`src/rtl/core/bsrmv_pkg.sv`:
```
`default_nettype none
package bsrmv_pkg;

   // Block edge; every lane-indexed structure follows from it.
   localparam int BLOCK_DIM = 8;
   localparam int LANE_W    = (BLOCK_DIM > 1) ? $clog2(BLOCK_DIM) : 1;

   // Fixed field widths of the channels.
   localparam int IDX_W     = 3;
   localparam int DATA_W    = 32;
   localparam int SLICE_W   = 64;
   localparam int BYTE_W    = 8;
   localparam int NUM_BYTES = SLICE_W / BYTE_W;
   localparam int PROD_W    = 2 * BYTE_W;
   localparam int DOT_W     = PROD_W + LANE_W;
   localparam int CSR_IDX_W = 2;

   localparam logic [IDX_W:0] BLOCK_DIM_LIM = (IDX_W + 1)'(BLOCK_DIM);

   typedef enum logic {
      REQ_ACC,
      REQ_FIN
   } req_kind_type;

   typedef enum logic {
      LAYOUT_ROW,
      LAYOUT_COL
   } layout_type;

   typedef enum logic [CSR_IDX_W-1:0] {
      CSR_ALPHA,
      CSR_BETA,
      CSR_LAYOUT
   } csr_addr_type;

   typedef logic signed [PROD_W-1:0] prod_type;

   // Control of the word held in the product stage.
   typedef struct packed {
      req_kind_type      kind;
      logic [LANE_W-1:0] lane;
   } item_ctrl_type;

   // A finish handed from the merge stage to the scaling stage.
   typedef struct packed {
      logic [DATA_W-1:0] sum;
      logic [DATA_W-1:0] y_old;
      logic [LANE_W-1:0] lane;
   } fin_type;

endpackage
`default_nettype wire

```
`src/rtl/core/bsrmv_merge.sv`:
```
`default_nettype none
module bsrmv_merge (
   input  wire logic                      clock,
   input  wire logic                      reset,
   input  wire logic                      go,
   input  wire bsrmv_pkg::item_ctrl_type  ctrl,
   input  wire bsrmv_pkg::layout_type     layout,
   input  wire bsrmv_pkg::prod_type       prods [bsrmv_pkg::BLOCK_DIM],
   output bsrmv_pkg::fin_type             fin_sum
);
   import bsrmv_pkg::*;

   logic [DATA_W-1:0]       lane_sums_ff [BLOCK_DIM];
   logic [DATA_W-1:0]       lane_sums_in [BLOCK_DIM];
   logic signed [DOT_W-1:0] dot_sum;

   // Row layout folds all lane products into one dot product.
   always_comb begin
      dot_sum = '0;
      for (int k = 0; k < BLOCK_DIM; k++) begin
         dot_sum = dot_sum + DOT_W'(prods[k]);
      end
   end

   always_comb begin
      for (int i = 0; i < BLOCK_DIM; i++) begin
         lane_sums_in[i] = lane_sums_ff[i];
      end
      if (go) begin
         if (ctrl.kind == REQ_FIN) begin
            lane_sums_in[ctrl.lane] = '0;
         end else if (layout == LAYOUT_ROW) begin
            lane_sums_in[ctrl.lane] = lane_sums_ff[ctrl.lane] + DATA_W'(dot_sum);
         end else begin
            for (int i = 0; i < BLOCK_DIM; i++) begin
               lane_sums_in[i] = lane_sums_ff[i] + DATA_W'(prods[i]);
            end
         end
      end
   end

   always_ff @(posedge clock) begin
      if (reset) begin
         for (int i = 0; i < BLOCK_DIM; i++) begin
            lane_sums_ff[i] <= '0;
         end
      end else begin
         for (int i = 0; i < BLOCK_DIM; i++) begin
            lane_sums_ff[i] <= lane_sums_in[i];
         end
      end
   end

   // The sum is read before this cycle's clear, so it holds every earlier word.
   assign fin_sum.sum   = lane_sums_ff[ctrl.lane];
   assign fin_sum.y_old = '0;
   assign fin_sum.lane  = ctrl.lane;
endmodule
`default_nettype wire

```
`config.mk`:
```
export PLATFORM = sky130hd
export DESIGN_NAME = bsrmv_merge
export DESIGN_NICKNAME = d
export VERILOG_FILES = /design/src/rtl/core/bsrmv_pkg.sv /design/src/rtl/core/bsrmv_merge.sv
export SDC_FILE = /design/constraint.sdc
export NUM_CORES = 2
export LEC_CHECK = 0
export ABC_AREA = 0
export BUFFER_PORTS_ARGS = -buffer_cell sky130_fd_sc_hd__buf_2
export CAP_MARGIN = 20
export CORE_ASPECT_RATIO = 1.5
export CORE_MARGIN = 5
export CORE_UTILIZATION = 55
export CTS_BUF_LIST = sky130_fd_sc_hd__clkbuf_16
export DETAILED_ROUTE_END_ITERATION = 8
export MAX_ROUTING_LAYER = met4
export PLACE_DENSITY = 0.73
export SLEW_MARGIN = 30
export SYNTH_ARGS = -nofsm -noshare
export SYNTH_HDL_FRONTEND = slang
export SYNTH_SLANG_ARGS = --single-unit
```
`constraint.sdc`:
```
create_clock -name clock -period 6.55 [get_ports clock]
set_clock_uncertainty 0.15 [all_clocks]
set_input_delay 0.3275 -clock clock [delete_from_list [all_inputs] [get_ports clock]]
set_output_delay 0.3275 -clock clock [all_outputs]
set_load 0.02 [all_outputs]
```
Yosys cells after proc, flatten, opt, wreduce, memory -nomap -nowiden

Memories as Yosys holds them, arrays and structs flattened.
Cells that the tools add are included.

$add $sub $neg: 16
Order comparisons: 2
Multiplexer cells: 17
Bitwise logic cells: 11
Reductions and logical operators: 1

Operators by type and width:

| cell                 | number |
|---|---|
| $mux W256            | 3 |
| $add A32 B32 Y32     | 9 |
| $mux W32             | 9 |
| $and A256 B256 Y256  | 1 |
| $bwmux W256          | 1 |
| $not A256 Y256       | 1 |
| $demux W32 S3        | 1 |
| $add A19 B16 Y19     | 4 |
| $add A18 B16 Y19     | 1 |
| $add A17 B16 Y18     | 1 |
| $add A16 B16 Y17     | 1 |
| $or A1 B1 Y1         | 8 |
| $ge A4 B4 Y1 const B | 1 |
| $lt A4 B1 Y1 const B | 1 |
| $not A3 Y4           | 1 |
| $mux W1              | 3 |
| $logic_and A1 B1 Y1  | 1 |

Register bits: 0
RAM bits: 256
Input port bits: 136
Output and inout bits: 67
Word-level logic and storage cells: 48
Memories kept: 1

Memories:

| memory       | depth | width | read ports | clocked after memory_dff | wr ports | RTL line          | RTL |
|---|---|---|---|---|---|---|---|
| lane_sums_ff | 8     | 32    | 9          | 0                        | 8        | bsrmv_merge.sv:13 | `logic [DATA_W-1:0] lane_sums_ff [BLOCK_DIM];` |

Depth between registers and ports, before layout

Word-level depth: 13
Mapped depth: 30
Gate-level depth less buffers: 29

Worst setup path after synthesis

No wires, ideal clock.

Kind: input to register
Start: input prods[55] (netlist name)
End: memory lane_sums_ff[3][30]
Setup time: 0.138 ns
Arrival: 6.884 ns
Required time: 6.262 ns
Setup slack: -0.623 ns
Cell stages on the path: 27
Path buffers: 1
Cells stage by stage: inv_1 fa_1 inv_1 fa_1 fa_1 inv_1 fa_1 inv_1 ha_1 a21o_1 or4_1 o22ai_2 o211ai_1 a31oi_1 o21bai_1 xnor2_1 ha_1 clkbuf_1 a21o_1 a31oi_1 inv_1 a2111oi_4 nor2_2 a41oi_1 mux2_2 o21ai_1 o221ai_1

RTL lines:

| item            | RTL line          | RTL |
|---|---|---|
| start, declared | bsrmv_merge.sv:8  | `input wire bsrmv_pkg::prod_type prods [bsrmv_pkg::BLOCK_DIM],` |
| end, declared   | bsrmv_merge.sv:13 |  |

==> metrics.cfg <==
[outcome]
violations = negative setup slack
outcome = finished, violations left

[route]
firstDrtPassIters = 6
dr.max_layer_used = met4
wl_met3_um = 10300
drcViolationCount = 0
m1WireLength_um = 45800
vias = 32854
postRouteAntennaNets = 0
vias_per_cell = 6.70
wire_per_inst_um = 27.2
met2_length_um = 58700
routed_wl_um = 133000
drt_iter0_drc = 3324

[cells_and_area]
layout_common_cells = 343 x nor2_1, 322 x a21oi_1, 297 x ha_1
drive_gt1_share_pct = 16.8
nets = 4738
regMostFlops = lane_sums_ff
nFillCells = 4877
final_cell_area_mm2 = 0.0350
top_regs = lane_sums_ff x256
largest_register_ff_count = 256
layout_commonest_cell = nor2_1
area_growth_syn_to_layout_pct = 18.1

[sta]
fin_crit_ps = 6570
finalHoldViolations = 0
worstMarginPinSlew_ps = 1090
max_freq_mhz = 152
worst_slack_ps = -21.7
drv_slew = 0
rsz0062_at_grt = yes
setup_viol = 3
fin_setup_tns_ps = -32.7
fin_crit_sh_pct = 100
slew_headroom_pct = 27.0

[critical_path]
cp_slowest_cell = fa_2
cp-start-kind = primary input
endpoint_kind = flip-flop
crit_fanout = 5
cpPeakStageDelay_ps = 550
worstPathArrival_ps = 6890
setup.worst_path.class = in2reg
cp.required_ps = 6870

[die]
die-area_mm2 = 0.0587
chipHeight_um = 294
num_rows = 104
core_mm2 = 0.0535
io_pins = 203
die_w_um = 199
initial_core_util_pct = 55.4

[pwr]
powerDensity_mw_per_mm2 = 650
ir_drop_mv = 1.62
p_leak_nw = 16.1
power_mw = 22.7

[place]
dp_hpwl_um = 104000
detailed_place.area_mm2 = 0.0331
pre_cts_slack_ps = -883
io_buffers = 170
routabilityCongestion = 1.07

[clocking]
cts_tree = done
cts_made_buffers = 30
cts-htree-levels = 1
clockBufferDepth = 3
cts_root_buf = clkbuf_16
cts.clk_slew.worst_paths_ps = 70
clkSinkCount = 256
insertion_delay_ps = 620

[grt]
antenna_found_initial = 1
grt_max_degree = 109
grt_use_total_pct = 45.0
grt_pass1_wl_um = 193000
first_global_vias = 31045
gr-total-overflow = 0

[synth]
ys_types = 95
yosysWarnings = 0
syn_inst = 3849
synth_area_mm2 = 0.0296
ys_ff_latch = 256
async_flop_share_pct = 0
synth_edf_count = 0
ys.flop_type = dfxtp_1
synth-seq-area-share_pct = 17.3
syn_area_per_cell_um2 = 7.69

[job]
maxCapViolations = 0

[min_path]
hp-class = in2reg

==> cells in the mapped netlist (all sizes together), types with 15 or more instances <==
| library cell | count | share of area (%) |
|---|---|---|
| nor2 | 352 | 4.5 |
| a21oi | 331 | 5.6 |
| ha | 301 | 13 |
| inv | 278 | 3.5 |
| a22oi | 275 | 7.0 |
| o21ai | 259 | 4.4 |
| dfxtp | 256 | 17 |
| nand2 | 246 | 3.1 |
| clkbuf | 162 | 2.1 |
| a21o | 148 | 3.8 |
| xnor2 | 145 | 4.3 |
| fa | 108 | 7.3 |
| xor2 | 83 | 2.5 |
| nor3 | 64 | 1.1 |
| nand3 | 59 | 1.0 |
| nand4 | 51 | 1.1 |
| a31oi | 49 | 1.0 |
| nor2b | 49 | 1.0 |
| buf | 47 | 1.1 |
| a211oi | 44 | 1.1 |
| o21a | 41 | 1.0 |
| nand2b | 40 | 0.85 |
| o211ai | 34 | 0.86 |
| a221oi | 32 | 0.95 |
| o22ai | 29 | 0.63 |
| o21bai | 28 | 0.71 |
| and3 | 26 | 0.55 |
| and2 | 23 | 0.49 |
| a22o | 20 | 0.59 |
| or3 | 20 | 0.42 |
| o31ai | 19 | 0.48 |
| o221ai | 16 | 0.47 |
| a211o | 15 | 0.44 |
==> cells by family (layout without fill, tap and decap cells) <==
group / count (synthesis) / count (layout) / share of synthesized area, %
xor gates and xnor gates: 229 / 229 / 6.83
DFF: 256 / 256 / 17.3
and+or+nand+nor: 991 / 991 / 15.7
buffers and inverters: 487 / 824 / 6.65
AOI/OAI and AO/OA: 1463 / 1463 / 33.1
muxes: 13 / 13 / 0.452
other: 1 / 33 / 0.0127
adders and majority gates: 409 / 409 / 20.0
==> path summary, 6_finish.rpt <==
path,cells past startpoint,end,start,slack [ps]
min,6,lane_sums_ff[1][0],prods[96],110
max reg2reg,13,lane_sums_ff[7][28],lane_sums_ff[7][7],2280
min reg2reg,2,lane_sums_ff[5][29],lane_sums_ff[5][29],330
max,27,lane_sums_ff[7][28],prods[70],-20
==> critical path, delay by kind of cell <==
kind | cells | cell delay [ps]
and+or+nand+nor | 3 | 650
adders and majority gates | 6 | 2560
buffers and inverters | 6 | 570
AOI/OAI and AO/OA | 12 | 2800
==> layout make-up <==
class / instances / area [µm²] / share of cell area (%)
Sequential cell: 256 / 5120 / 14.7
Inverter: 278 / 1060 / 3.04
Multi-Input combinational cell: 3137 / 23300 / 66.5
Clock buffer: 30 / 751 / 2.15
Antenna cell: 1 / 2.50 / 0.00716
Clock inverter: 26 / 390 / 1.12
Timing Repair Buffer: 490 / 3510 / 10.0
Tap cell: 689 / 862 / 2.47
==> power by group <==
group | internal [mW] | switching (mW)
registers | 1.71 | 0.249
logic | 8.22 | 10.5
clock network | 1.20 | 0.827
==> layer usage <==
metal | vias to the layer above | global-route usage [%]
met5 | - | -
met4 | 0 | 46.8
met3 | 702 | 5.38
met2 | 1804 | 68.2
met1 | 15519 | 49.0
li1 | 14829 | -
==> per-stage QoR <==
| step | hold slack, ps | std cells | util (%) |
|---|---|---|---|
| 2_1_floorplan | 296 | 3880 | - |
| 3_3_place_gp | 316 | 4831 | 61.8 |
| 3_5_place_dp | 321 | 4831 | 61.9 |
| 4_1_cts | 94.3 | 4897 | 64.4 |
| 5_1_grt | 183 | 4906 | 65.4 |
| 6_report | 106 | 4907 | 65.4 |
==> what timing repair did <==
action | in CTS | in global routing
endpoints found under the setup margin | 64 | 112
resized for setup | 38 | 123
pin swaps | 40 | 50
endpoints found under the hold margin | 10 | 0
hold buffers | 1 | 0
buffers inserted | 9 | 7
No activity file was read; power rests on OpenSTA's default activity.
