**src/rtl/core/bsrmv_pkg.sv**
```systemverilog
`default_nettype none
package bsrmv_pkg;

   // Block edge; every lane-indexed structure follows from it.
   localparam int BLOCK_DIM = 8;
   localparam int LANE_W    = (BLOCK_DIM > 1) ? $clog2(BLOCK_DIM) : 1;

   // Fixed field widths of the channels.
   localparam int IDX_W     = 3;
   localparam int DATA_W    = 32;
   localparam int SLICE_W   = 64;
   localparam int BYTE_W    = 8;
   localparam int NUM_BYTES = SLICE_W / BYTE_W;
   localparam int PROD_W    = 2 * BYTE_W;
   localparam int DOT_W     = PROD_W + LANE_W;
   localparam int CSR_IDX_W = 2;

   localparam logic [IDX_W:0] BLOCK_DIM_LIM = (IDX_W + 1)'(BLOCK_DIM);

   typedef enum logic {
      REQ_ACC,
      REQ_FIN
   } req_kind_type;

   typedef enum logic {
      LAYOUT_ROW,
      LAYOUT_COL
   } layout_type;

   typedef enum logic [CSR_IDX_W-1:0] {
      CSR_ALPHA,
      CSR_BETA,
      CSR_LAYOUT
   } csr_addr_type;

   typedef logic signed [PROD_W-1:0] prod_type;

   // Control of the word held in the product stage.
   typedef struct packed {
      req_kind_type      kind;
      logic [LANE_W-1:0] lane;
   } item_ctrl_type;

   // A finish handed from the merge stage to the scaling stage.
   typedef struct packed {
      logic [DATA_W-1:0] sum;
      logic [DATA_W-1:0] y_old;
      logic [LANE_W-1:0] lane;
   } fin_type;

endpackage
`default_nettype wire

```
**src/rtl/core/bsrmv_rsp_if.sv**
```systemverilog
`default_nettype none
interface bsrmv_rsp_if;
   import bsrmv_pkg::*;

   logic              valid;
   logic              ready;
   logic [DATA_W-1:0] y_new;
   logic [IDX_W-1:0]  lane;

   modport source (output valid, y_new, lane, input ready);
   modport sink (input valid, y_new, lane, output ready);
endinterface
`default_nettype wire

```
**src/rtl/core/bsrmv_scale.sv**
```systemverilog
`default_nettype none
module bsrmv_scale (
   input  wire logic                         clock,
   input  wire logic                         reset,
   input  wire logic                         load,
   input  wire bsrmv_pkg::fin_type           fin,
   input  wire logic [bsrmv_pkg::DATA_W-1:0] alpha,
   input  wire logic [bsrmv_pkg::DATA_W-1:0] beta,
   output logic                              s2_free,
   bsrmv_rsp_if.source                       rsp
);
   import bsrmv_pkg::*;

   logic              s2_valid_ff;
   logic              s2_valid_in;
   logic [DATA_W-1:0] prod_a_ff;
   logic [DATA_W-1:0] prod_b_ff;
   logic [LANE_W-1:0] lane_s2_ff;
   logic [DATA_W-1:0] prod_a_in;
   logic [DATA_W-1:0] prod_b_in;

   logic              rsp_valid_ff;
   logic              rsp_valid_in;
   logic [DATA_W-1:0] y_new_ff;
   logic [LANE_W-1:0] lane_out_ff;

   logic              out_free;
   logic              s2_move;

   // Only the low 32 bits are kept; a zero beta gives a zero term.
   assign prod_a_in = alpha * fin.sum;
   assign prod_b_in = beta * fin.y_old;

   assign out_free = !rsp_valid_ff || rsp.ready;
   assign s2_move  = s2_valid_ff && out_free;
   assign s2_free  = !s2_valid_ff || out_free;

   always_comb begin
      s2_valid_in = s2_valid_ff;
      if (load) begin
         s2_valid_in = 1'b1;
      end else if (s2_move) begin
         s2_valid_in = 1'b0;
      end
      rsp_valid_in = rsp_valid_ff;
      if (s2_move) begin
         rsp_valid_in = 1'b1;
      end else if (rsp.ready) begin
         rsp_valid_in = 1'b0;
      end
   end

   always_ff @(posedge clock) begin
      if (reset) begin
         s2_valid_ff  <= 1'b0;
         rsp_valid_ff <= 1'b0;
      end else begin
         s2_valid_ff  <= s2_valid_in;
         rsp_valid_ff <= rsp_valid_in;
      end
   end

   always_ff @(posedge clock) begin
      if (load) begin
         prod_a_ff  <= prod_a_in;
         prod_b_ff  <= prod_b_in;
         lane_s2_ff <= fin.lane;
      end
      if (s2_move) begin
         y_new_ff    <= prod_a_ff + prod_b_ff;
         lane_out_ff <= lane_s2_ff;
      end
   end

   assign rsp.valid = rsp_valid_ff;
   assign rsp.y_new = y_new_ff;
   assign rsp.lane  = IDX_W'(lane_out_ff);
endmodule
`default_nettype wire

```
**src/flat_wrapper.sv**
```systemverilog
// flat-port wrapper written by rule: the top's interface ports become plain ports
module bsrmv_scale_flat import bsrmv_pkg::*;
  (clock, reset, load, fin, alpha, beta, s2_free, rsp_valid, rsp_y_new, rsp_lane, rsp_ready);
  bsrmv_rsp_if rsp_i ();
  input  wire logic clock;
  input  wire logic reset;
  input  wire logic load;
  input  wire bsrmv_pkg::fin_type fin;
  input  wire logic [bsrmv_pkg::DATA_W-1:0] alpha;
  input  wire logic [bsrmv_pkg::DATA_W-1:0] beta;
  output logic s2_free;
  output wire logic [$bits(rsp_i.valid)-1:0] rsp_valid;
  output wire logic [$bits(rsp_i.y_new)-1:0] rsp_y_new;
  output wire logic [$bits(rsp_i.lane)-1:0] rsp_lane;
  input wire logic [$bits(rsp_i.ready)-1:0] rsp_ready;
  assign rsp_valid = rsp_i.valid;
  assign rsp_y_new = rsp_i.y_new;
  assign rsp_lane = rsp_i.lane;
  assign rsp_i.ready = rsp_ready;
  bsrmv_scale u_core (.clock(clock), .reset(reset), .load(load), .fin(fin), .alpha(alpha), .beta(beta), .s2_free(s2_free), .rsp(rsp_i));
endmodule
```
**config.mk**
```make
export PLATFORM = sky130hd
export DESIGN_NAME = bsrmv_scale_flat
export DESIGN_NICKNAME = d
export VERILOG_FILES = /design/src/rtl/core/bsrmv_pkg.sv /design/src/rtl/core/bsrmv_rsp_if.sv /design/src/rtl/core/bsrmv_scale.sv /design/src/flat_wrapper.sv
export SDC_FILE = /design/constraint.sdc
export NUM_CORES = 2
export LEC_CHECK = 0
export BUFFER_PORTS_ARGS = -buffer_cell sky130_fd_sc_hd__buf_4
export CORE_UTILIZATION = 59
export DETAILED_ROUTE_END_ITERATION = 16
export GPL_ROUTABILITY_DRIVEN = 0
export PLACE_DENSITY = 0.78
export SYNTH_ARGS = -nofsm -noshare
export SYNTH_HDL_FRONTEND = slang
export SYNTH_SLANG_ARGS = --single-unit
export TNS_END_PERCENT = 10
```
**constraint.sdc**
```tcl
create_clock -name clock -period 7.3 [get_ports clock]
set_input_delay 0.73 -clock clock [delete_from_list [all_inputs] [get_ports clock]]
set_output_delay 0.73 -clock clock [all_outputs]
set_load 0.02 [all_outputs]
```
======== Word level (Yosys, flattened, before mapping) ========
Index checks and enable logic that the tools add are counted.
storage, ports and cells
  bits in registers ....................... 104
  bits of input ports ..................... 135
  output and inout bits ................... 37
cells by class
  $add $sub $neg .......................... 1
  multipliers ............................. 2
  mux-type cells .......................... 4
  reductions and logical operators ........ 7
operator list
  kind                          count
  multiplier 32 x 32 -> 32 bit  2
  adder 32 bit                  1
  2-to-1 mux 1 bit              4
  nonzero test 2 bit            2
  zero test 1 bit               2
  logical OR 1 bit              2
  logical AND 1 bit             1

======== Depth between registers and ports, before layout ========
  word-level depth ........................ 5
  mapped depth ............................ 28
  mapped depth without buffers ............ 26

======== Least setup slack after synthesis ========
OpenSTA, ideal clock, no wires.
  path kind ............................... input-to-reg
  start point ............................. input port alpha[12] in the netlist's numbering
  end point ............................... register u_core.prod_a_ff[31], data pin
  arrival ................................. 6.992 ns
  required time ........................... 7.040 ns
  setup slack ............................. 0.048 ns
  stages .................................. 23
  path buffers ............................ 2
  cells stage by stage .................... clkbuf_1 clkbuf_1 and2_1 fa_1 fa_1 fa_1 inv_1 fa_1 inv_1 fa_1 inv_1 fa_1 inv_1 fa_1 fa_1 ha_1 or2_2 a31oi_1 nor2_1 a31o_2 a211oi_1 o21ai_0 xnor2_1
between the ends
  word-level cells in the longest chain between the ends .. 1
RTL lines
  element                         line               RTL
  start, declared                 flat_wrapper.sv:9  input wire logic [bsrmv_pkg::DATA_W-1:0] alpha;
  multiplier 32 x 32 -> 32 bit    bsrmv_scale.sv:31  assign prod_a_in = alpha * fin.sum;
  named net u_core.prod_a_in[31]  bsrmv_scale.sv:19  logic [DATA_W-1:0] prod_a_in;
  end signal, assigned            bsrmv_scale.sv:65  prod_a_ff <= prod_a_in;
  end, declared                   bsrmv_scale.sv:16  logic [DATA_W-1:0] prod_a_ff;
The timed path passes the listed nets, and every way through them passes these cells.
A chain may end at the register's enable or synchronous reset.

======== Final worst setup path ========
Ends and elaborated chain as after synthesis.

==> results.json <==
{
  "postPlaceCellArea_um2": 38400,
  "syn_inst": 3796,
  "skew_ns": 0.0142,
  "die_area_um2": 61600,
  "syn_to_final_growth_pct": 8.23,
  "synthArstFlopShare_pct": 0,
  "post-cts-setup-buffers": 0,
  "synth_area_leaders": "fa_1 46%, ha_1 9.7%, and2_1 9.3%",
  "worstMarginPinSlew_ns": 1.06,
  "nets": 5159,
  "cp-end-kind": "register",
  "cts_buffers": 9,
  "syn-cell-area_um2": 35800,
  "period_needed_ns": 7.00,
  "seq_area_frac_synth_pct": 8.67,
  "grt_pass1_wl_um": 146000,
  "htree_levels": 3,
  "die_w_um": 248,
  "drive_gt1_share_pct": 8.28,
  "slew_headroom_pct": 29.1,
  "run_status": "complete, no violations",
  "crit_path_start_kind": "input port",
  "worstRegToRegCells": 12,
  "grt_max_degree": 69,
  "min_path_type": "reg -> reg",
  "routed_wl_um": 88400,
  "finalSetupTns_ns": 0,
  "clock_path_buffers": 2,
  "numPortBuffers": 171,
  "cts_tree": "done",
  "vias": 25903,
  "crit_required_ns": 7.40,
  "hold_depth": 0,
  "place.detailed.hpwl_um": 73700,
  "path_max_fanout": 7,
  "cts_sinks": 104,
  "wl_per_cell_um": 18.8,
  "fin_crit_sh_pct": 96.0,
  "synth.avg_cell_area_um2": 9.42,
  "grt_pass1_vias": 28473,
  "arrival_ns": 7.10,
  "drv_slew": 0,
  "drt-vias-per-instance": 5.50,
  "rr_endpoint": "u_core.rsp.y_new[28]$_DFFE_PP_",
  "core_area_um2": 59500,
  "holdCritStartpoint": "u_core.lane_s2_ff[0]$_DFFE_PP_",
  "ys.flop_type": "edfxtp_1",
  "rows": 89,
  "drt-initial-drc-count": 1750,
  "synth_cell_type_count": 59,
  "drc": 0,
  "cap_violations": 0,
  "overflow": 0,
  "n_antenna_cell": 0,
  "ant_nets": 0,
  "firstDrtPassIters": 6,
  "setup_violations": 0,
  "syn_nets": 5025,
  "hold_viol": 0,
  "start_util_pct": 60.2,
  "design_area_um2": 38700,
  "synth_edf_count": 102,
  "grt.total_usage_pct": 30.7,
  "fmax_mhz": 143,
  "r2r_setup_slack_ns": 3.49,
  "cts-root-buf": "clkbuf_16",
  "postCtsHoldBufs": 0,
  "synth_area_leader_cell": "fa_1",
  "antenna_found_initial": 0,
  "rsz0062_at_grt": "false",
  "r2r_start": "u_core.prod_b_ff[0]$_DFFE_PP_",
  "clk_latency_ns": 0.35,
  "synth_warnings": 0,
  "ys_ff_latch": 104,
  "cts.clk_slew.worst_paths_ns": 0.08,
  "die_y_um": 248,
  "critical_path_class": "in -> reg",
  "min_to": "u_core.rsp.lane[0]$_DFFE_PP_",
  "ioPinCount": 172,
  "yosysTopAreaCellShare_pct": 45.7
}
==> metrics by stage <==
| stage | cells | hold WS (ns) | setup WS, ns | util (%) |
|---|---|---|---|---|
| floorplan | 3796 | 0.400 | 0.0482 | - |
| global placement | 4692 | 0.403 | -0.0381 | 64.6 |
| detailed placement | 4692 | 0.405 | -0.0571 | 64.6 |
| CTS | 4708 | 0.423 | 0.279 | 65.1 |
| global route | 4708 | 0.443 | 0.0503 | 65.1 |
| finish | 4708 | 0.422 | 0.296 | 65.1 |
==> worst max-delay path by stage <==
stage	start	slack, ns	to	cells past startpoint
final	alpha[12]	0.30	u_core.prod_a_ff[31]$_DFFE_PP_	26
after floorplan	alpha[12]	0.05	u_core.prod_a_ff[31]$_DFFE_PP_	23
after CTS	fin[40]	0.28	u_core.prod_a_ff[31]$_DFFE_PP_	23
after detailed placement	fin[40]	-0.06	u_core.prod_a_ff[31]$_DFFE_PP_	23
after global routing	fin[5]	0.05	u_core.prod_b_ff[30]$_DFFE_PP_	23
after global placement	alpha[12]	-0.04	u_core.prod_a_ff[31]$_DFFE_PP_	26
==> flip-flops by register name, summed over array words and instances (netlist names) <==
signal	cells
u_core.s2_valid_ff	1
u_core.prod_a_ff	32
u_core.rsp.y_new	32
u_core.rsp.lane	3
u_core.rsp.valid	1
u_core.prod_b_ff	32
u_core.lane_s2_ff	3
==> cells by family after synthesis <==
kind of cell | count (synthesis) | synth area share [%]
AND/OR/NAND/NOR | 1184 | 16.5
adder cells (fa/ha/maj) | 1094 | 55.4
buffers and inverters | 997 | 10.5
AO/OA/AOI/OAI | 219 | 4.14
XOR/XNOR | 198 | 4.85
flip-flops | 104 | 8.67
==> per-layer routing <==
metal | GRT usage, % | part of all wire [%] | vias up
li1 | - | - | 11437
met1 | 40.5 | 39 | 13163
met2 | 50.1 | 48 | 1073
met3 | 5.71 | 8.6 | 230
met4 | 12.7 | 4.3 | 0
met5 | 0 | 0 | -
==> worst max-delay path, cell delays in order <==
cell     delay, ns
buf_4         0.14
buf_4         0.18
nand2_1       0.08
fa_1          0.52
inv_1         0.06
fa_1          0.55
inv_1         0.06
fa_1          0.51
inv_1         0.06
fa_1          0.54
inv_1         0.06
fa_1          0.49
fa_1          0.47
fa_1          0.51
inv_1         0.05
fa_1          0.41
xor2_1        0.26
xnor2_1       0.13
xnor2_1       0.20
xnor2_1       0.11
xnor2_1       0.24
xnor2_1       0.11
buf_4         0.16
xnor2_1       0.24
buf_4         0.18
xnor2_1       0.06
==> area by class of cell <==
class / count / area [um2]
repair buffers: 298 / 2340
inverters: 822 / 3090
well taps: 773 / 967
fillers: 4799 / 20700
clock inverters: 6 / 56.3
clock buffers: 10 / 229
flip-flops and latches: 104 / 3100
multi-input cells: 2695 / 28900
==> cells in the mapped netlist, types with 3 or more instances <==
| master | count |
|---|---|
| or3_1 | 6 |
| a21oi_1 | 61 |
| o21ai_0 | 34 |
| o21a_1 | 14 |
| edfxtp_1 | 102 |
| and2_1 | 529 |
| and3_1 | 8 |
| a211o_1 | 3 |
| nand4_1 | 6 |
| clkbuf_1 | 175 |
| ha_1 | 277 |
| a2111oi_0 | 3 |
| nor2_1 | 41 |
| xnor2_1 | 153 |
| nor2b_1 | 7 |
| o211ai_1 | 6 |
| a21o_1 | 36 |
| o31ai_1 | 6 |
| fa_1 | 817 |
| nand2_1 | 557 |
| a211oi_1 | 10 |
| a31oi_1 | 6 |
| nand2b_1 | 6 |
| o21bai_1 | 11 |
| xor2_1 | 45 |
| nand3_1 | 10 |
| inv_1 | 822 |
| nor3_1 | 9 |
==> timing repair <==
item,4_1_cts,5_1_grt
gates resized for setup,0,1
hold endpoints to repair,0,0
setup endpoints to repair,0,1
==> cells in the final DEF, fill, tap and decap left out, types with 3 or more instances in the layout <==
master	netlist	routed
nor3_1	9	9
a21o_1	36	36
a21oi_1	61	61
a211oi_1	10	9
a31oi_1	6	6
xor2_1	45	45
o21bai_1	11	11
o211ai_1	6	6
fa_1	817	817
or3_1	6	6
o21a_1	14	14
buf_4	0	290
edfxtp_1	102	102
o31ai_1	6	6
a2111oi_0	3	3
nand2_1	557	557
clkinvlp_4	0	3
and2_1	529	529
inv_1	822	822
ha_1	277	277
o21ai_0	34	34
a211o_1	3	3
nand2b_1	6	6
nor2b_1	7	6
xnor2_1	153	153
and3_1	8	8
nand3_1	10	10
buf_12	0	8
nand4_1	6	6
nor2_1	41	41
clkbuf_16	0	9
Power is left out: the tool's default activity adds up to more than one toggle a clock period on the data nets, which glitch-free logic cannot reach.
