### src/rtl/core/bsrmv_pkg.sv
`default_nettype none
package bsrmv_pkg;

   // Block edge; every lane-indexed structure follows from it.
   localparam int BLOCK_DIM = 8;
   localparam int LANE_W    = (BLOCK_DIM > 1) ? $clog2(BLOCK_DIM) : 1;

   // Fixed field widths of the channels.
   localparam int IDX_W     = 3;
   localparam int DATA_W    = 32;
   localparam int SLICE_W   = 64;
   localparam int BYTE_W    = 8;
   localparam int NUM_BYTES = SLICE_W / BYTE_W;
   localparam int PROD_W    = 2 * BYTE_W;
   localparam int DOT_W     = PROD_W + LANE_W;
   localparam int CSR_IDX_W = 2;

   localparam logic [IDX_W:0] BLOCK_DIM_LIM = (IDX_W + 1)'(BLOCK_DIM);

   typedef enum logic {
      REQ_ACC,
      REQ_FIN
   } req_kind_type;

   typedef enum logic {
      LAYOUT_ROW,
      LAYOUT_COL
   } layout_type;

   typedef enum logic [CSR_IDX_W-1:0] {
      CSR_ALPHA,
      CSR_BETA,
      CSR_LAYOUT
   } csr_addr_type;

   typedef logic signed [PROD_W-1:0] prod_type;

   // Control of the word held in the product stage.
   typedef struct packed {
      req_kind_type      kind;
      logic [LANE_W-1:0] lane;
   } item_ctrl_type;

   // A finish handed from the merge stage to the scaling stage.
   typedef struct packed {
      logic [DATA_W-1:0] sum;
      logic [DATA_W-1:0] y_old;
      logic [LANE_W-1:0] lane;
   } fin_type;

endpackage
`default_nettype wire

### src/rtl/core/bsrmv_lane.sv
`default_nettype none
module bsrmv_lane (
   input  wire logic                     clock,
   input  wire logic                     load,
   input  wire logic signed [7:0]        m_byte,
   input  wire logic signed [7:0]        x_byte,
   output bsrmv_pkg::prod_type           prod
);
   import bsrmv_pkg::*;

   prod_type prod_ff;
   prod_type prod_in;

   // Both operands are signed, so the product is sign-correct at 16 bits.
   assign prod_in = m_byte * x_byte;

   always_ff @(posedge clock) begin
      if (load) begin
         prod_ff <= prod_in;
      end
   end

   assign prod = prod_ff;
endmodule
`default_nettype wire

### config.mk
export PLATFORM = sky130hd
export DESIGN_NAME = bsrmv_lane
export DESIGN_NICKNAME = d
export VERILOG_FILES = /design/src/rtl/core/bsrmv_pkg.sv /design/src/rtl/core/bsrmv_lane.sv
export SDC_FILE = /design/constraint.sdc
export NUM_CORES = 1
export LEC_CHECK = 0
export BUFFER_PORTS_ARGS = -buffer_cell sky130_fd_sc_hd__buf_4
export CORE_ASPECT_RATIO = 1.4
export CORE_MARGIN = 8
export CORE_UTILIZATION = 30
export DETAILED_ROUTE_END_ITERATION = 7
export PLACE_DENSITY = 0.53
export SLEW_MARGIN = 15
export SYNTH_ARGS = -nofsm -noshare
export SYNTH_HDL_FRONTEND = slang
export SYNTH_SLANG_ARGS = --single-unit
export TNS_END_PERCENT = 20
### constraint.sdc
create_clock -name clock -period 5.45 [get_ports clock]
set_input_delay 1.09 -clock clock [delete_from_list [all_inputs] [get_ports clock]]
set_output_delay 1.09 -clock clock [all_outputs]
set_load 0.03 [all_outputs]
# [Word-level counts from Yosys, hierarchy flattened]
# Cells that the tools add are included.
[classes] n_mul=1
[op_table] operator="$mul 8x8->16" n=1
[word_totals] out_inout_bits=16 reg_bits=16 word_cells=2 in_bits=18

# [Longest topological paths before layout]
# Gate-level depths: netlist of run 1.
[depth] ltp_word=1 mapped_depth=17 ltp_nobuf=17

# [Worst setup path before layout of run 1]
# No wires, ideal clock.
[synth_timing] path_type="input to register" from="in x_byte[4]" to="reg prod_ff[15], in the netlist prod[15] (data pin)" path_stages=15 slack_ps=573 setup_time_ps=264 required_time_ps=5186 path_buffers=0 arrival_time_ps=4613 path_cell_list="and2_1 fa_1 inv_1 fa_1 inv_1 fa_1 inv_1 fa_1 inv_1 ha_1 a21o_1 a21oi_2 a21oi_2 o41ai_2 xnor2_1"
[synth_via] elab_chain_cells=1
[synth_rtl] element="start, declared" line="bsrmv_lane.sv:6" text="input wire logic signed [7:0] x_byte,"
[synth_rtl] element="$mul 8x8->16" line="bsrmv_lane.sv:15" text="assign prod_in = m_byte * x_byte;"
[synth_rtl] element="net prod_in[15]" line="bsrmv_lane.sv:12" text="prod_type prod_in;"
[synth_rtl] element="end signal, assigned" line="bsrmv_lane.sv:19" text="prod_ff <= prod_in;"
[synth_rtl] element="end, declared" line="bsrmv_lane.sv:11" text="prod_type prod_ff;"
# The timed path passes the listed nets, and every way through them passes these cells.
# A chain may end at the register's enable or synchronous reset.

# [Worst setup path in the final report of run 1]
[layout_timing] from="in x_byte[4]" to="reg prod_ff[14], in the netlist prod[14] (data pin)"
# The elaborated chain is that of the path after synthesis.

==> impl_metrics.json, run 1 <==
{
  "crit_slowest_cell": "fa_1",
  "critPathKind": "in -> reg",
  "hold-worst-slack_ps": 1230,
  "synth_seq_cells": 16,
  "postCtsSetupBuffers": 0,
  "yosys_warnings": 0,
  "grt_pass1_wl_um": 10800,
  "fillers": 997,
  "maxUsedRoutingLayer": "met4",
  "drc": 0,
  "drt_wl_total_um": 6160,
  "numCtsBuffers": 3,
  "tritoncts": "yes",
  "layout_setup_ws_ps": 533,
  "drt_iter0_drc": 66,
  "cp.arrival_ps": 4910,
  "drv_slew": 0,
  "port_buffers": 33,
  "grt_overflow_total": 0,
  "antenna_found_initial": 0,
  "boundaryPins": 34,
  "layout-drive-gt1-share_pct": 11.9,
  "multi_input_area_um2": 2210,
  "fin_crit_sh_pct": 90.2,
  "largest_reg_flops": 16,
  "powerDensity_nw_per_um2": 449,
  "hpwlAfterDp_um": 5470,
  "run_status": "completed",
  "antenna_cells": 0,
  "grt_pass1_vias": 2355,
  "critPathMaxFanout": 8,
  "final_cell_mix": "inv_1, fa_1, and2_1",
  "fmax_ghz": 0.203,
  "vias": 2060,
  "wl_met3_um": 227,
  "wl_per_cell_um": 12.9,
  "cp-end-kind": "flop",
  "setup_tns_ps": 0,
  "synth_nets": 410,
  "cp.required_ps": 5440,
  "core.rowCount": 43,
  "coreArea_um2": 9850,
  "mappedNetlistArea_um2": 3020,
  "ys_types": 27,
  "gr-usage-all-layers_pct": 10.1,
  "rsz0062_at_grt": "no",
  "regArea_um2": 480,
  "fin_nets": 448,
  "cts_resized": 0,
  "placedCellCount": 476,
  "place_congestion": 0.778,
  "p_leak_nw": 1.72,
  "avgSynthCellArea_um2": 9.81,
  "worstSetupStartpointType": "input port",
  "maxSlewHeadroom_pct": 78.1,
  "avgViaCountPerCell": 4.30,
  "cts_sinks": 16,
  "ys_seq_area_share_pct": 15.9,
  "hold_violations": 0,
  "grt_max_degree": 17,
  "first_pass_iters": 4,
  "critPathTopFamily": "adder cells",
  "die_y_um": 135,
  "die_w_um": 101,
  "syn_to_final_growth_pct": 16.3,
  "ant_nets": 0,
  "crit_buf_inv": 5,
  "cp_cell_sequence": "buf_4 > and2_1 > fa_1 > inv_1 > fa_1 > inv_1 > fa_1 > inv_1 > fa_1 > inv_1 > ha_1 > o21a_1 > o31a_1 > nor4b_2 > o21ai_1 > xor2_1",
  "max_cap_violations": 0,
  "die-area_um2": 13600,
  "cts_hold_buf": 0,
  "worst_pin_slew_ps": 325,
  "setup_viol": 0,
  "slowest_delay_ps": 530,
  "wl_met2_um": 3700,
  "start_util_pct": 30.7,
  "max-vdd-ir-drop_v": 0.000174,
  "place_ws_ps": 272,
  "stdcell_count": 479,
  "fin_util_pct": 35.7,
  "clk_pin_slew_ps": 50,
  "layout_min_cycle_time_ps": 4920,
  "htree_levels": 1,
  "final_common_cell": "inv_1",
  "cts-root-buf": "clkbuf_16",
  "syn_inst": 308,
  "wl_met1_um": 2180,
  "clockBufferDepth": 2,
  "hold_class": "in -> reg"
}
[final cells by class]
type,count,area share (%)
Sequential cell,16,13.7
Multi-Input combinational cell,204,62.9
Inverter,88,9.40
Tap cell,135,4.81
Clock buffer,3,2.14
Timing Repair Buffer,33,7.05
[synthesized netlist by cell type]
| library cell | count | area, um^2 |
|---|---|---|
| mux2_2 | 1 | 11.3 |
| a21boi_1 | 1 | 7.51 |
| nand2_1 | 15 | 56.3 |
| o31a_1 | 1 | 8.76 |
| nor4b_2 | 1 | 15.0 |
| nor2_1 | 9 | 33.8 |
| or4_1 | 1 | 7.51 |
| nand3_1 | 2 | 10.0 |
| xor2_1 | 3 | 26.3 |
| inv_1 | 88 | 330 |
| a21oi_2 | 2 | 17.5 |
| ha_1 | 29 | 363 |
| nand2b_1 | 1 | 6.26 |
| a21o_1 | 2 | 15.0 |
| o21ai_0 | 3 | 15.0 |
| nand4_1 | 2 | 12.5 |
| o21a_1 | 2 | 15.0 |
| xnor2_1 | 11 | 96.3 |
| o41ai_2 | 1 | 16.3 |
| o211ai_1 | 1 | 7.51 |
| nor2b_1 | 8 | 50.1 |
| o21ai_1 | 1 | 5.00 |
| and2_1 | 43 | 269 |
| edfxtp_1 | 16 | 480 |
| a21oi_1 | 7 | 35.0 |
| nor3_1 | 2 | 10.0 |
| fa_1 | 55 | 1100 |
[where the power goes]
part	switching, mW	total (mW)	leakage [nW]	internal (mW)
Clock	0.0418	0.138	0.0370	0.0960
Sequential	0.0149	0.259	0.156	0.244
Combinational	0.673	1.18	1.52	0.507
[cells by family after synthesis]
group | after synthesis | share of synthesized area (%)
buffers and inverters | 88 | 10.9
and+or+nand+nor | 84 | 15.6
muxes | 1 | 0.373
DFF | 16 | 15.9
adders and majority gates | 84 | 48.4
xor gates and xnor gates | 14 | 4.06
AOI/OAI and AO/OA | 21 | 4.72
[per-stage QoR]
stage,instance area (um^2),power [mW]
3_3_place_gp,3440,1.45
4_1_cts,3510,1.61
5_1_grt,3510,1.77
6_report,3510,1.58
3_5_place_dp,3440,1.46
2_1_floorplan,3020,1.17
[routing by layer]
| metal | vias up | track usage, % |
|---|---|---|
| met1 | 1037 | 9.86 |
| li1 | 994 | - |
| met5 | - | 0 |
| met4 | 0 | 1.60 |
| met3 | 4 | 1.85 |
| met2 | 25 | 21.0 |
[path summary, 6_finish.rpt]
kind        to  slack [ps]  cells past startpoint  startpoint
max   prod[14]         530                     16   x_byte[4]
min    prod[3]        1230                      1        load
No activity file was read; power rests on OpenSTA's default activity.
==> run 2: changes to the inputs <==
==> constraint.sdc (replaced) <==
create_clock -name clock -period 6.25 [get_ports clock]
set_input_delay 1.25 -clock clock [delete_from_list [all_inputs] [get_ports clock]]
set_output_delay 1.25 -clock clock [all_outputs]
set_load 0.03 [all_outputs]
==> run 2 against run 1 <==
Net effect:
- via count about the same
- non-clock buffer count unchanged
- critical endpoint unchanged
- total power down 13%
- sequential power down 13%
- flip-flop and latch count stayed put
- clock-buffer cell count unchanged
==> impl_metrics.json, run 2 (synthesized netlist as in run 1, its figures left out) <==
{
  "layout-drive-gt1-share_pct": 11.9,
  "final_cell_mix": "inv_1, fa_1, and2_1",
  "place_congestion": 0.778,
  "min_to": "prod[3]",
  "crit_buf_inv": 5,
  "ant_nets": 0,
  "cp_cell_sequence": "buf_4 > and2_1 > fa_1 > inv_1 > fa_1 > inv_1 > fa_1 > inv_1 > fa_1 > inv_1 > ha_1 > o21a_1 > o31a_1 > nor4b_2 > o21ai_1 > xor2_1",
  "max-vdd-ir-drop_v": 0.000160,
  "critPathKind": "in -> reg",
  "die_y_um": 135,
  "hold_class": "in -> reg",
  "slowest_delay_ps": 530,
  "regArea_um2": 480,
  "vias": 2058,
  "holdPathStages": 1,
  "grt_max_degree": 17,
  "fillers": 1021,
  "wl_per_cell_um": 12.7,
  "largest_reg_flops": 16,
  "layout_min_cycle_time_ps": 5080,
  "cts_hold_buf": 0,
  "avgViaCountPerCell": 4.30,
  "maxSlewHeadroom_pct": 78.2,
  "gr-usage-all-layers_pct": 10.1,
  "antenna_cells": 0,
  "first_pass_iters": 4,
  "hold_violations": 0,
  "syn_to_final_growth_pct": 16.3,
  "fmax_ghz": 0.197,
  "numCtsBuffers": 3,
  "powerDensity_nw_per_um2": 389,
  "antenna_found_initial": 0,
  "crit_slowest_cell": "fa_1",
  "setup_tns_ps": 0,
  "critPathTopFamily": "adder cells",
  "cts_resized": 0,
  "htree_levels": 1,
  "boundaryPins": 34,
  "drv_slew": 0,
  "cp.required_ps": 6240,
  "grt_pass1_vias": 2331,
  "grt_overflow_total": 0,
  "final_common_cell": "inv_1",
  "cts-root-buf": "clkbuf_16",
  "drt_iter0_drc": 91,
  "worstSetupStartpointType": "input port",
  "drc": 0,
  "worst_pin_slew_ps": 323,
  "cp.arrival_ps": 5070,
  "port_buffers": 33,
  "die_w_um": 101,
  "hold-worst-slack_ps": 1390,
  "p_leak_nw": 1.72,
  "fin_crit_sh_pct": 81.3,
  "cts_sinks": 16,
  "tritoncts": "yes",
  "rsz0062_at_grt": "no",
  "postCtsSetupBuffers": 0,
  "grt_pass1_wl_um": 10800,
  "max_cap_violations": 0,
  "core.rowCount": 43,
  "cp-end-kind": "flop",
  "die-area_um2": 13600,
  "clk_pin_slew_ps": 50,
  "clockBufferDepth": 2,
  "run_status": "completed",
  "start_util_pct": 30.7,
  "min_from": "load",
  "hpwlAfterDp_um": 5400,
  "drt_wl_total_um": 6070,
  "coreArea_um2": 9850,
  "critPathMaxFanout": 8,
  "fin_nets": 448,
  "multi_input_area_um2": 2210,
  "setup_viol": 0
}
[run 2: cell counts in the layout (fill, tap and decap cells not counted)]
No cell type changed its count.
[run 2: worst max-delay path by stage]
| stage | startpoint | end | cells after the start |
|---|---|---|---|
| final | x_byte[4] | prod[14] | 16 |
| after global routing | x_byte[4] | prod[14] | 16 |
| after CTS | x_byte[4] | prod[14] | 16 |
| after detailed placement | x_byte[4] | prod[14] | 16 |
| after global placement | x_byte[4] | prod[14] | 16 |
| after floorplan | x_byte[4] | prod[15] | 15 |
[run 2: routing by layer]
| metal | wire length, um | share of wire (%) | global-route usage [%] |
|---|---|---|---|
| met1 | 2160 | 36 | 10.1 |
| met2 | 3660 | 60 | 20.8 |
| met3 | 201 | 3.3 | 1.85 |
| met4 | 53 | 0.87 | 1.60 |
| met5 | 0 | 0 | 0 |
[run 2: through the flow]
| stage | instances | power, mW | util (%) | cell area (um^2) | setup slack [ps] |
|---|---|---|---|---|---|
| 2_1_floorplan | 308 | 1.02 | - | 3020 | 1210 |
| 3_3_place_gp | 476 | 1.27 | 34.9 | 3440 | 916 |
| 3_5_place_dp | 476 | 1.28 | 34.9 | 3440 | 897 |
| 4_1_cts | 479 | 1.40 | 35.7 | 3510 | 1160 |
| 5_1_grt | 479 | 1.54 | 35.7 | 3510 | 953 |
| 6_report | 479 | 1.37 | 35.7 | 3510 | 1170 |
[run 2: area by class of cell]
type | instances | area share, %
clock buffers | 3 | 2.14
inverters | 88 | 9.40
multi-input cells | 204 | 62.9
flip-flops and latches | 16 | 13.7
well taps | 135 | 4.81
repair buffers | 33 | 7.05
[run 2: power breakdown]
part,internal [mW],switching [mW]
Clock,0.0837,0.0357
Sequential,0.213,0.0137
Combinational,0.441,0.580
==> run 3: changes to the inputs <==
--- a/config.mk
+++ b/config.mk
@@ -10,7 +10,7 @@
 export CORE_MARGIN = 8
 export CORE_UTILIZATION = 30
 export DETAILED_ROUTE_END_ITERATION = 7
-export PLACE_DENSITY = 0.53
+export PLACE_DENSITY = 0.55
 export SLEW_MARGIN = 15
 export SYNTH_ARGS = -nofsm -noshare
 export SYNTH_HDL_FRONTEND = slang
==> constraint.sdc (replaced) <==
create_clock -name clock -period 4.34 [get_ports clock]
set_input_delay 0.868 -clock clock [delete_from_list [all_inputs] [get_ports clock]]
set_output_delay 0.868 -clock clock [all_outputs]
set_load 0.03 [all_outputs]
==> run 3 against run 2 <==
Net effect:
- largest cell class unchanged
- global-route usage grew 1.2 points
- die area is the same
- critical endpoint unchanged
- the run now ends with negative setup slack left
- clock power grew 61%
- critical path depth shrank 1
- total power grew 74%
- combinational power grew 82%
- first-iteration DRC count shrank 40%
- setup slack lost 1300 ps
- clock-buffer cell count is the same
==> impl_metrics.json, run 3 (synthesized netlist as in run 1, its figures left out) <==
{
  "clk_pin_slew_ps": 60,
  "p_int_mw": 1.34,
  "avgViaCountPerCell": 4.27,
  "clockBufferDepth": 2,
  "start_util_pct": 30.7,
  "drt_wl_total_um": 6670,
  "fin_util_pct": 39.5,
  "cts-root-buf": "clkbuf_16",
  "slowest_delay_ps": 570,
  "failed_checks": "negative setup slack",
  "critPathMaxFanout": 5,
  "fmax_ghz": 0.224,
  "fillers": 989,
  "core.rowCount": 43,
  "cp-end-kind": "flop",
  "p_sw_share_pct": 43.5,
  "largest_reg_flops": 16,
  "crit_buf_inv": 4,
  "p_sw_mw": 1.04,
  "power_mw": 2.38,
  "min_from": "load",
  "port_buffers": 33,
  "startpoint": "x_byte[7]",
  "drc": 0,
  "antenna_cells": 0,
  "first_pass_iters": 4,
  "die-area_um2": 13600,
  "grt_max_degree": 17,
  "seq_power_share_pct": 13.6,
  "worst_pin_slew_ps": 274,
  "grt_overflow_total": 0,
  "fin_crit_sh_pct": 103,
  "grt_pass1_wl_um": 11900,
  "maxUsedRoutingLayer": "met4",
  "wl_met1_um": 2390,
  "max-vdd-ir-drop_v": 0.000373,
  "hpwlAfterDp_um": 5790,
  "fin_nets": 483,
  "syn_to_final_growth_pct": 28.8,
  "tritoncts": "yes",
  "hold_class": "in -> reg",
  "cp.required_ps": 4340,
  "cp_cell_sequence": "buf_4 > buf_4 > nor2b_1 > fa_1 > fa_2 > fa_1 > inv_1 > fa_1 > inv_1 > ha_1 > o21ai_0 > a21oi_2 > nand3_1 > o21ai_1 > xor2_1",
  "crit_slowest_cell": "fa_1",
  "max_cap_violations": 0,
  "cp.arrival_ps": 4470,
  "hold_violations": 0,
  "critPathKind": "in -> reg",
  "worstSetupStartpointType": "input port",
  "setup_viol": 5,
  "maxSlewHeadroom_pct": 81.5,
  "layout-drive-gt1-share_pct": 25.3,
  "final_cell_mix": "inv_1, buf_4, fa_1",
  "rsz0062_at_grt": "yes",
  "ant_nets": 0,
  "power_frac_clock_pct": 8.0,
  "p_leak_nw": 1.89,
  "run_status": "complete, but fails checks",
  "drv_slew": 0,
  "postCtsSetupBuffers": 0,
  "coreArea_um2": 9850,
  "wl_met2_um": 4020,
  "antenna_found_initial": 0,
  "comb_power_share_pct": 78.4,
  "die_y_um": 135,
  "path_common_cell": "fa_1",
  "wl_met3_um": 133,
  "drt_iter0_drc": 55,
  "cts_hold_buf": 0,
  "cts_sinks": 16,
  "critPathTopFamily": "adder cells",
  "layout_setup_ws_ps": -130,
  "grt_pass1_vias": 2597,
  "final_common_cell": "inv_1",
  "powerDensity_nw_per_um2": 611,
  "place_congestion": 0.817,
  "vias": 2197,
  "gr-usage-all-layers_pct": 11.3,
  "die_w_um": 101,
  "numCtsBuffers": 3,
  "boundaryPins": 34,
  "wl_per_cell_um": 13.0,
  "layout_min_cycle_time_ps": 4470,
  "htree_levels": 1
}
==> run 3: power by group through the flow <==
stage	Combinational [mW]	Clock (mW)	Sequential, mW
3_5_place_dp	1.72	0	0.328
3_3_place_gp	1.70	0	0.326
6_report	1.86	0.191	0.324
2_1_floorplan	1.04	0	0.454
5_1_grt	2.11	0.204	0.332
4_1_cts	1.80	0.200	0.326
==> run 3: area by class of cell <==
type / count / area [um^2] / share of cell area [%]
Inverter: 88 / 330 / 8.49
Multi-Input combinational cell: 204 / 2320 / 59.7
Tap cell: 135 / 169 / 4.34
Timing Repair Buffer: 68 / 510 / 13.1
Sequential cell: 16 / 480 / 12.3
Clock buffer: 3 / 75.1 / 1.93
Clock inverter: 1 / 3.75 / 0.0964
==> run 3: worst paths after layout <==
| check | endpoint | slack [ps] | depth (start not counted) |
|---|---|---|---|
| setup / recovery | prod[14] | -130 | 15 |
| hold / removal | prod[4] | 1000 | 1 |
==> run 3: routing by layer <==
metal  track usage [%]  vias to the layer above
li1                  -                     1070
met5                 0                        -
met4              4.39                        0
met1              10.7                     1101
met2              23.0                       19
met3              1.44                        7
==> run 3: timing repair <==
action,4_1_cts,5_1_grt
pin swaps,13,8
gates resized for setup,11,9
setup endpoints to repair,7,7
==> run 3: through the flow <==
step | instances | area [um^2] | hold slack, ps | setup WS (ps) | TNS [ps]
global placement | 511 | 3720 | 1270 | -448 | -2750
CTS | 515 | 3840 | 1000 | -153 | -641
detailed placement | 511 | 3720 | 1270 | -488 | -2920
global route | 515 | 3890 | 1010 | -294 | -1520
finish | 515 | 3890 | 998 | -130 | -505
floorplan | 308 | 3040 | 980 | -154 | -526
